==> config.mk <==
export PLATFORM = sky130hd
export DESIGN_NAME = unsigned_to_ascii_digits
export DESIGN_NICKNAME = d
export VERILOG_FILES = /design/src/design/u2ad_pkg.sv /design/src/design/u2ad_cell.sv /design/src/design/unsigned_to_ascii_digits.sv
export SDC_FILE = /design/constraint.sdc
export NUM_CORES = 1
export LEC_CHECK = 0
export BUFFER_PORTS_ARGS = -buffer_cell sky130_fd_sc_hd__buf_2
export CAP_MARGIN = 20
export CELL_PAD_IN_SITES_DETAIL_PLACEMENT = 1
export CELL_PAD_IN_SITES_GLOBAL_PLACEMENT = 1
export CORE_MARGIN = 1.5
export CORE_UTILIZATION = 46
export DETAILED_ROUTE_END_ITERATION = 12
export GPL_TIMING_DRIVEN = 0
export PLACE_DENSITY = 0.87
export SLEW_MARGIN = 5
export SYNTH_ARGS = -nofsm -noshare
export SYNTH_HDL_FRONTEND = slang
export SYNTH_SLANG_ARGS = --single-unit
==> constraint.sdc <==
create_clock -name clk -period 4.8 [get_ports clk]
set_input_delay 0.24 -clock clk [delete_from_list [all_inputs] [get_ports clk]]
set_output_delay 0.24 -clock clk [all_outputs]
set_load 0.02 [all_outputs]
==> src/design/u2ad_pkg.sv <==
// package for the unsigned to ascii digit converter
// shared types, constants and the digit to character mapping; no dependencies
`timescale 1ns / 1ps

package u2ad_pkg;

	localparam int NUM_CELLS = 16;
	localparam int DEC_BITS  = 32;
	localparam int VALUE_W   = 64;
	localparam int CHAR_W    = 8;
	localparam int SEL_W     = 2;
	localparam int NIB_W     = 4;

	localparam logic [SEL_W-1:0] REQ_DEC    = 2'd0;
	localparam logic [SEL_W-1:0] REQ_HEX_LO = 2'd1;
	localparam logic [SEL_W-1:0] REQ_HEX_UP = 2'd2;

	localparam logic [CHAR_W-1:0] ASCII_ZERO    = 8'h30;
	localparam logic [CHAR_W-1:0] ASCII_LOWER_A = 8'h61;
	localparam logic [CHAR_W-1:0] ASCII_UPPER_A = 8'h41;

	typedef enum logic [1:0] {
		OP_HOLD,
		OP_LOAD,
		OP_DABBLE,
		OP_SHIFT
	} cell_op_t;

	typedef enum logic [1:0] {
		ST_IDLE,
		ST_CONV,
		ST_SKIP,
		ST_EMIT
	} fsm_t;

	function automatic logic [CHAR_W-1:0] to_ascii(input logic [NIB_W-1:0] nib,
			input logic upper);
		logic [CHAR_W-1:0] base;
		base = upper ? ASCII_UPPER_A : ASCII_LOWER_A;
		if (nib < 4'd10) begin
			return ASCII_ZERO + {4'd0, nib};
		end else begin
			return base + {4'd0, nib} - 8'd10;
		end
	endfunction

endpackage

==> src/design/u2ad_cell.sv <==
// one digit cell of the converter row: holds or loads a nibble, shift-add-3 step or digit shift
// depends on u2ad_pkg
`timescale 1ns / 1ps

module u2ad_cell (
	input  logic                            clk,
	input  u2ad_pkg::cell_op_t              op,
	input  logic [u2ad_pkg::NIB_W-1:0]      load_nib,
	input  logic                            bit_in,
	input  logic [u2ad_pkg::NIB_W-1:0]      dig_in,
	output logic [u2ad_pkg::NIB_W-1:0]      digit,
	output logic                            carry
);

	logic [u2ad_pkg::NIB_W-1:0] digit_q;
	logic [u2ad_pkg::NIB_W-1:0] adj;

	// add 3 before doubling so the bcd digit carries at ten
	assign adj   = (digit_q >= 4'd5) ? digit_q + 4'd3 : digit_q;
	assign carry = adj[u2ad_pkg::NIB_W-1];
	assign digit = digit_q;

	always_ff @(posedge clk) begin
		case (op)
			u2ad_pkg::OP_LOAD:   digit_q <= load_nib;
			u2ad_pkg::OP_DABBLE: digit_q <= {adj[u2ad_pkg::NIB_W-2:0], bit_in};
			u2ad_pkg::OP_SHIFT:  digit_q <= dig_in;
			default:             digit_q <= digit_q;
		endcase
	end

endmodule

==> src/design/unsigned_to_ascii_digits.sv <==
// top level of the unsigned to ascii digit converter: sequencer and row of digit cells
// depends on u2ad_pkg and u2ad_cell
//
//  channel   dir  data                        side band
//  s_axis    in   tdata[63:0] value           tuser[1:0] req_type
//  m_axis    out  tdata[7:0]  digit_char      tlast last_digit
//
// hex: the value is loaded, then up to 15 leading zero nibbles are dropped before emitting
// starts, then one beat per digit; decimal first runs shift-add-3 steps over the low 32
// bits of the value through the cell row, one bit per cycle
// the next input beat is taken only once the last digit sits in the output register
// output stalls hold the cell row; req_type 3 is taken and produces no beats
// reset clears the sequencer and the output valid flag
`timescale 1ns / 1ps

module unsigned_to_ascii_digits (
	input  logic                                clk,
	input  logic                                arst_n,
	input  logic                                s_tvalid,
	output logic                                s_tready,
	input  logic [u2ad_pkg::VALUE_W-1:0]        s_tdata,   // [63:0] value
	input  logic [u2ad_pkg::SEL_W-1:0]          s_tuser,   // [1:0] req_type
	output logic                                m_tvalid,
	input  logic                                m_tready,
	output logic [u2ad_pkg::CHAR_W-1:0]         m_tdata,   // [7:0] digit_char
	output logic                                m_tlast
);

	localparam int REMAIN_W = $clog2(u2ad_pkg::NUM_CELLS + 1);
	localparam int BITCNT_W = $clog2(u2ad_pkg::DEC_BITS);
	localparam int TOP      = u2ad_pkg::NUM_CELLS - 1;

	u2ad_pkg::fsm_t     state_q, state_d;
	u2ad_pkg::cell_op_t cell_op;

	logic [u2ad_pkg::DEC_BITS-1:0] bin_q;
	logic [BITCNT_W-1:0]           bit_cnt_q;
	logic [REMAIN_W-1:0]           remain_q;
	logic                          upper_q;
	logic [u2ad_pkg::CHAR_W-1:0]   out_data_q;
	logic                          out_last_q;
	logic                          out_valid_q;

	logic accept;
	logic dec_sel;
	logic dabble;
	logic shift_row;
	logic emit;
	logic slot_free;
	logic bcd_ok;

	logic [u2ad_pkg::NIB_W-1:0] digits [u2ad_pkg::NUM_CELLS];
	logic                       carries [u2ad_pkg::NUM_CELLS];

	assign dec_sel   = (s_tuser == u2ad_pkg::REQ_DEC);
	assign slot_free = !out_valid_q || m_tready;

	// row of digit cells, cell TOP holds the most significant digit
	genvar gi;
	generate
		for (gi = 0; gi < u2ad_pkg::NUM_CELLS; gi++) begin : g_cell
			logic [u2ad_pkg::NIB_W-1:0] nib_ld;
			logic [u2ad_pkg::NIB_W-1:0] nib_in;
			logic                       bit_nb;

			// decimal starts from an all-zero bcd row
			assign nib_ld = dec_sel ? '0 : s_tdata[gi*u2ad_pkg::NIB_W +: u2ad_pkg::NIB_W];

			if (gi == 0) begin : g_first
				assign nib_in = '0;
				assign bit_nb = bin_q[u2ad_pkg::DEC_BITS-1];
			end else begin : g_rest
				assign nib_in = digits[gi-1];
				assign bit_nb = carries[gi-1];
			end

			u2ad_cell u_cell (
				.clk      (clk),
				.op       (cell_op),
				.load_nib (nib_ld),
				.bit_in   (bit_nb),
				.dig_in   (nib_in),
				.digit    (digits[gi]),
				.carry    (carries[gi])
			);
		end
	endgenerate

	// sequencer
	always_comb begin
		state_d   = state_q;
		cell_op   = u2ad_pkg::OP_HOLD;
		s_tready  = 1'b0;
		accept    = 1'b0;
		dabble    = 1'b0;
		shift_row = 1'b0;
		emit      = 1'b0;
		case (state_q)
			u2ad_pkg::ST_IDLE: begin
				s_tready = 1'b1;
				if (s_tvalid) begin
					if (s_tuser == u2ad_pkg::REQ_DEC) begin
						accept  = 1'b1;
						cell_op = u2ad_pkg::OP_LOAD;
						state_d = u2ad_pkg::ST_CONV;
					end else if (s_tuser inside {u2ad_pkg::REQ_HEX_LO,
							u2ad_pkg::REQ_HEX_UP}) begin
						accept  = 1'b1;
						cell_op = u2ad_pkg::OP_LOAD;
						state_d = u2ad_pkg::ST_SKIP;
					end
					// unused selector: beat is consumed, nothing emitted
				end
			end
			u2ad_pkg::ST_CONV: begin
				dabble  = 1'b1;
				cell_op = u2ad_pkg::OP_DABBLE;
				if (bit_cnt_q == '0) begin
					state_d = u2ad_pkg::ST_SKIP;
				end
			end
			u2ad_pkg::ST_SKIP: begin
				// drop leading zeros, keep at least one digit
				if (digits[TOP] == '0 && remain_q != REMAIN_W'(1)) begin
					shift_row = 1'b1;
					cell_op   = u2ad_pkg::OP_SHIFT;
				end else begin
					state_d = u2ad_pkg::ST_EMIT;
				end
			end
			u2ad_pkg::ST_EMIT: begin
				if (slot_free) begin
					emit      = 1'b1;
					shift_row = 1'b1;
					cell_op   = u2ad_pkg::OP_SHIFT;
					if (remain_q == REMAIN_W'(1)) begin
						state_d = u2ad_pkg::ST_IDLE;
					end
				end
			end
			default: begin
				state_d = u2ad_pkg::ST_IDLE;
			end
		endcase
	end

	always_ff @(posedge clk or negedge arst_n) begin
		if (!arst_n) begin
			state_q     <= u2ad_pkg::ST_IDLE;
			out_valid_q <= 1'b0;
			bit_cnt_q   <= '0;
			remain_q    <= '0;
		end else begin
			state_q <= state_d;
			if (emit) begin
				out_valid_q <= 1'b1;
			end else if (m_tready) begin
				out_valid_q <= 1'b0;
			end
			if (accept) begin
				bit_cnt_q <= BITCNT_W'(u2ad_pkg::DEC_BITS - 1);
				remain_q  <= REMAIN_W'(u2ad_pkg::NUM_CELLS);
			end else begin
				if (dabble) begin
					bit_cnt_q <= bit_cnt_q - 1'b1;
				end
				if (shift_row) begin
					remain_q <= remain_q - 1'b1;
				end
			end
		end
	end

	// payload registers
	always_ff @(posedge clk) begin
		if (accept) begin
			bin_q   <= s_tdata[u2ad_pkg::DEC_BITS-1:0];
			upper_q <= (s_tuser == u2ad_pkg::REQ_HEX_UP);
		end else if (dabble) begin
			bin_q <= {bin_q[u2ad_pkg::DEC_BITS-2:0], 1'b0};
		end
		if (emit) begin
			out_data_q <= u2ad_pkg::to_ascii(digits[TOP], upper_q);
			out_last_q <= (remain_q == REMAIN_W'(1));
		end
	end

	assign m_tvalid = out_valid_q;
	assign m_tdata  = out_data_q;
	assign m_tlast  = out_last_q;

	// every cell must hold a valid bcd digit while converting
	always_comb begin
		bcd_ok = 1'b1;
		for (int i = 0; i < u2ad_pkg::NUM_CELLS; i++) begin
			if (digits[i] > 4'd9) begin
				bcd_ok = 1'b0;
			end
		end
	end

`ifndef SYNTH
	a_bcd_digits: assert property (@(posedge clk) disable iff (!arst_n)
		(state_q == u2ad_pkg::ST_CONV) |-> bcd_ok)
		else $error("cell row left bcd range during conversion");

	a_remain_live: assert property (@(posedge clk) disable iff (!arst_n)
		(state_q == u2ad_pkg::ST_SKIP || state_q == u2ad_pkg::ST_EMIT)
			|-> (remain_q != '0))
		else $error("digit count ran out before the last beat");

	a_last_beat: assert property (@(posedge clk) disable iff (!arst_n)
		(state_q == u2ad_pkg::ST_EMIT && slot_free && remain_q == REMAIN_W'(1))
			|=> (state_q == u2ad_pkg::ST_IDLE && m_tvalid && m_tlast))
		else $error("final digit not flagged or sequencer not back in idle");

	a_mid_beat: assert property (@(posedge clk) disable iff (!arst_n)
		(state_q == u2ad_pkg::ST_EMIT && slot_free && remain_q != REMAIN_W'(1))
			|=> (m_tvalid && !m_tlast))
		else $error("last flag set on an inner digit");
`endif

endmodule
==> qor.txt <==
cell area after synthesis: 7310 sq um
DR iter-0 viols: 614
RR Endpoint: g_cell[12].u_cell.digit[0]
sum of negative setup slack: 0 ns
Mean Syn Cell Area: 9.16 sq um
Leak Pwr: 3.50 nW
worst slack, placed: 1.75 ns
CORE AREA: 15400 sq um
yosys warns: 0
Die X-Extent: 129 microns
final setup vio count: 0
CTS HTree Levels: 4
Clk Latency, worst-skew pair: 0.44 ns
die area: 16700 sq um
#FFs+latches synth: 118
global-route wire length before repair: 37200 microns
post-route cell area: 8570 sq um
fmax: 0.320 GHz
grt total ovfl: 0
Most Crowded Layer GR: met2
Area Growth Syn to Fin: 17.3%
total track usage: 0.301
Syn Nets: 909
CP required: 5.05 ns
placed cell areas: 8000 sq um
CP peak stage delay: 0.63 ns
utilization after layout: 0.558
Root Driver: clkbuf_16
CP max stage cell: clkbuf_1
peak supply drop: 378 uV
Hold Vio Cnt, Final: 0
DRT antenna net count: 0
cell family with most CP delay: compound AO/OA/AOI/OAI gates
library cells used by synthesis: 42
Maximum Capacitance Violations: 0
power consumption: 7.25 mW
CTS tree: yes
outcome: finished, final reports clean
number of global-route vias before repair: 6783
crit start category: flop
n_diodes: 0
Buffers on Ports: 79
cell breakdown of the critical path: inv_1, ha_1, nand4bb_1, a2bb2oi_4, a21oi_1, clkbuf_1, o21ai_0, o21ai_0
Final Skew: 0.0112 ns
crit path buf inv count: 2
routed vias: 6587
reg2reg path depth: 8
Total Nets Final: 1009
met1 usage: 0.366
CP dominant cell by count: o21ai_0
cts bufs inserted: 17
CP Class: flop to flop
Slew Limit Headroom: 0.452
grt met2 use: 0.514
grt met3 use: 0.0685
setup ws final: 1.68 ns
wire per inst: 21.4 microns
Synth Instances: 798
RR Startpoint: g_cell[15].u_cell.digit[1]
sequential area share after synthesis: 0.476
Starting Density: 0.475
CP endpoint kind: flop
min cycle time layout: 3.12 ns
final std cells w/o fill: 1122
clock sink total: 118
worst-margin pin slew: 0.822 ns
# DRC: 0
fraction of layout instances using a drive strength above 1: 0.148
GP Congestion: 0.842
Clock Path Buffers: 2
hold path start: s_tdata[24]
worst hold slack: 0.102 ns
RSZ-0062 raised after global routing: false
pwr dens: 846 nW/um^2
reg2reg setup slack: 1.68 ns
CP Data Arrival Time: 3.37 ns
Hold Crit Depth: 3
Rows: 45
post-CTS setup repair buffer count: 0
Slew Limit Fails: 0
Total Routed Length: 24000 microns
boundary pin count: 81
Clock transition at path regs: 0.06 ns
Async SR Flop Fraction: 0.110
ys flop type: edfxtp_1
crit-path max FO: 10
Hold EP: bin_q[24]
die height: 129 microns
HPWL after DPL: 16100 microns
first drt pass iteration count: 6
initial antenna violation count: 0
Post-synth EDFFs: 105
largest net degree at the start of global routing: 60
placed instance count: 1089
detail-routed via count per cell: 5.87
fin crit share: 0.650
Hold Path Class: primary input to flop
[routing by layer]
layer,up-vias,wire [microns],part of all wire
met5,-,0,0
met4,0,793,0.033
met3,66,1770,0.074
met2,267,11700,0.49
met1,3236,9730,0.40
li1,3018,-,-
[cells in the mapped netlist (all sizes together) (2+ instances only)]
library cell	instances	area [sq um]
ha	41	513
nor2b	2	12.5
xor2	2	17.5
and2	2	12.5
a21oi	91	455
inv	40	150
a21o	14	105
nand3	33	165
nand2b	34	213
clkbuf	23	86.3
edfxtp	105	3150
xnor2	23	201
buf	21	125
o211ai	14	105
nand2	157	589
a211oi	18	135
dfrtp	13	325
nor4b	3	41.3
nor3b	16	120
a32o	4	40.0
o21ai	102	514
nor2	27	101
[cell usage in the layout (no fill, tap or decap), types with 17 or more instances in the layout]
master       n
a21oi_1     91
edfxtp_1   105
buf_2       86
o21ai_1     20
inv_1       39
nand3_1     33
nand2_1    156
nand2b_1    33
clkbuf_1    23
xnor2_1     23
ha_1        41
a211oi_1    18
o21ai_0     81
nor2_1      27
clkbuf_16   17
[cells by family (layout without fill, tap and decap cells)]
logic type / count (synthesis) / after routing / share of synthesized area
muxes: 2 / 2 / 0.00291
AOI/OAI and AO/OA: 249 / 249 / 0.195
xor gates and xnor gates: 25 / 25 / 0.0300
and+or+nand+nor: 278 / 278 / 0.176
buffers and inverters: 84 / 197 / 0.0495
adders and majority gates: 41 / 41 / 0.0702
other: 1 / 1 / 0.000513
DFF: 118 / 118 / 0.476
[final cells by class]
type,count,area (sq um)
fillers,1811,6800
multi-input cells,596,3480
well taps,211,264
clock buffers,17,425
clock inverters,15,131
repair buffers,81,433
inverters,40,150
plain buffers,44,211
flip-flops and latches,118,3480
[flip-flops by register name (all words and copies together) (netlist names)]
name,cells
bit_cnt_q,5
state_q,2
upper_q,1
m_tlast,1
m_tvalid,1
m_tdata,7
bin_q,32
remain_q,5
g_cell.u_cell.digit,64
[worst max-delay path by stage]
stage	slack, ns	cells after the start	to	startpoint
after global routing	1.51	8	g_cell[12].u_cell.digit[0]	g_cell[15].u_cell.digit[1]
after floorplan	1.27	8	g_cell[0].u_cell.digit[0]	state_q[1]
after global placement	0.26	8	g_cell[5].u_cell.digit[2]	g_cell[15].u_cell.digit[1]
after CTS	1.73	8	g_cell[12].u_cell.digit[0]	g_cell[15].u_cell.digit[1]
final	1.68	8	g_cell[12].u_cell.digit[0]	g_cell[15].u_cell.digit[1]
after detailed placement	1.75	8	g_cell[12].u_cell.digit[0]	g_cell[15].u_cell.digit[1]
[power by group]
| group | switching (mW) | internal [mW] | total, mW | leakage, nW |
|---|---|---|---|---|
| clock | 0.525 | 0.711 | 1.24 | 0.252 |
| combinational | 2.34 | 1.26 | 3.61 | 2.08 |
| sequential | 0.451 | 1.95 | 2.41 | 1.17 |
[repair_timing]
item	4_1_cts	5_1_grt
hold buffers	1	0
gates resized for setup	0	0
hold endpoints to repair	13	0
[worst register-to-register path, delay by kind of cell (launching register included)]
kind	cells	cell delay, ns
AOI/OAI and AO/OA	4	1.14
buffers and inverters	2	0.83
DFF	1	0.50
and+or+nand+nor	1	0.26
adders and majority gates	1	0.20
Note: power is estimated with default switching activity, not from simulation.
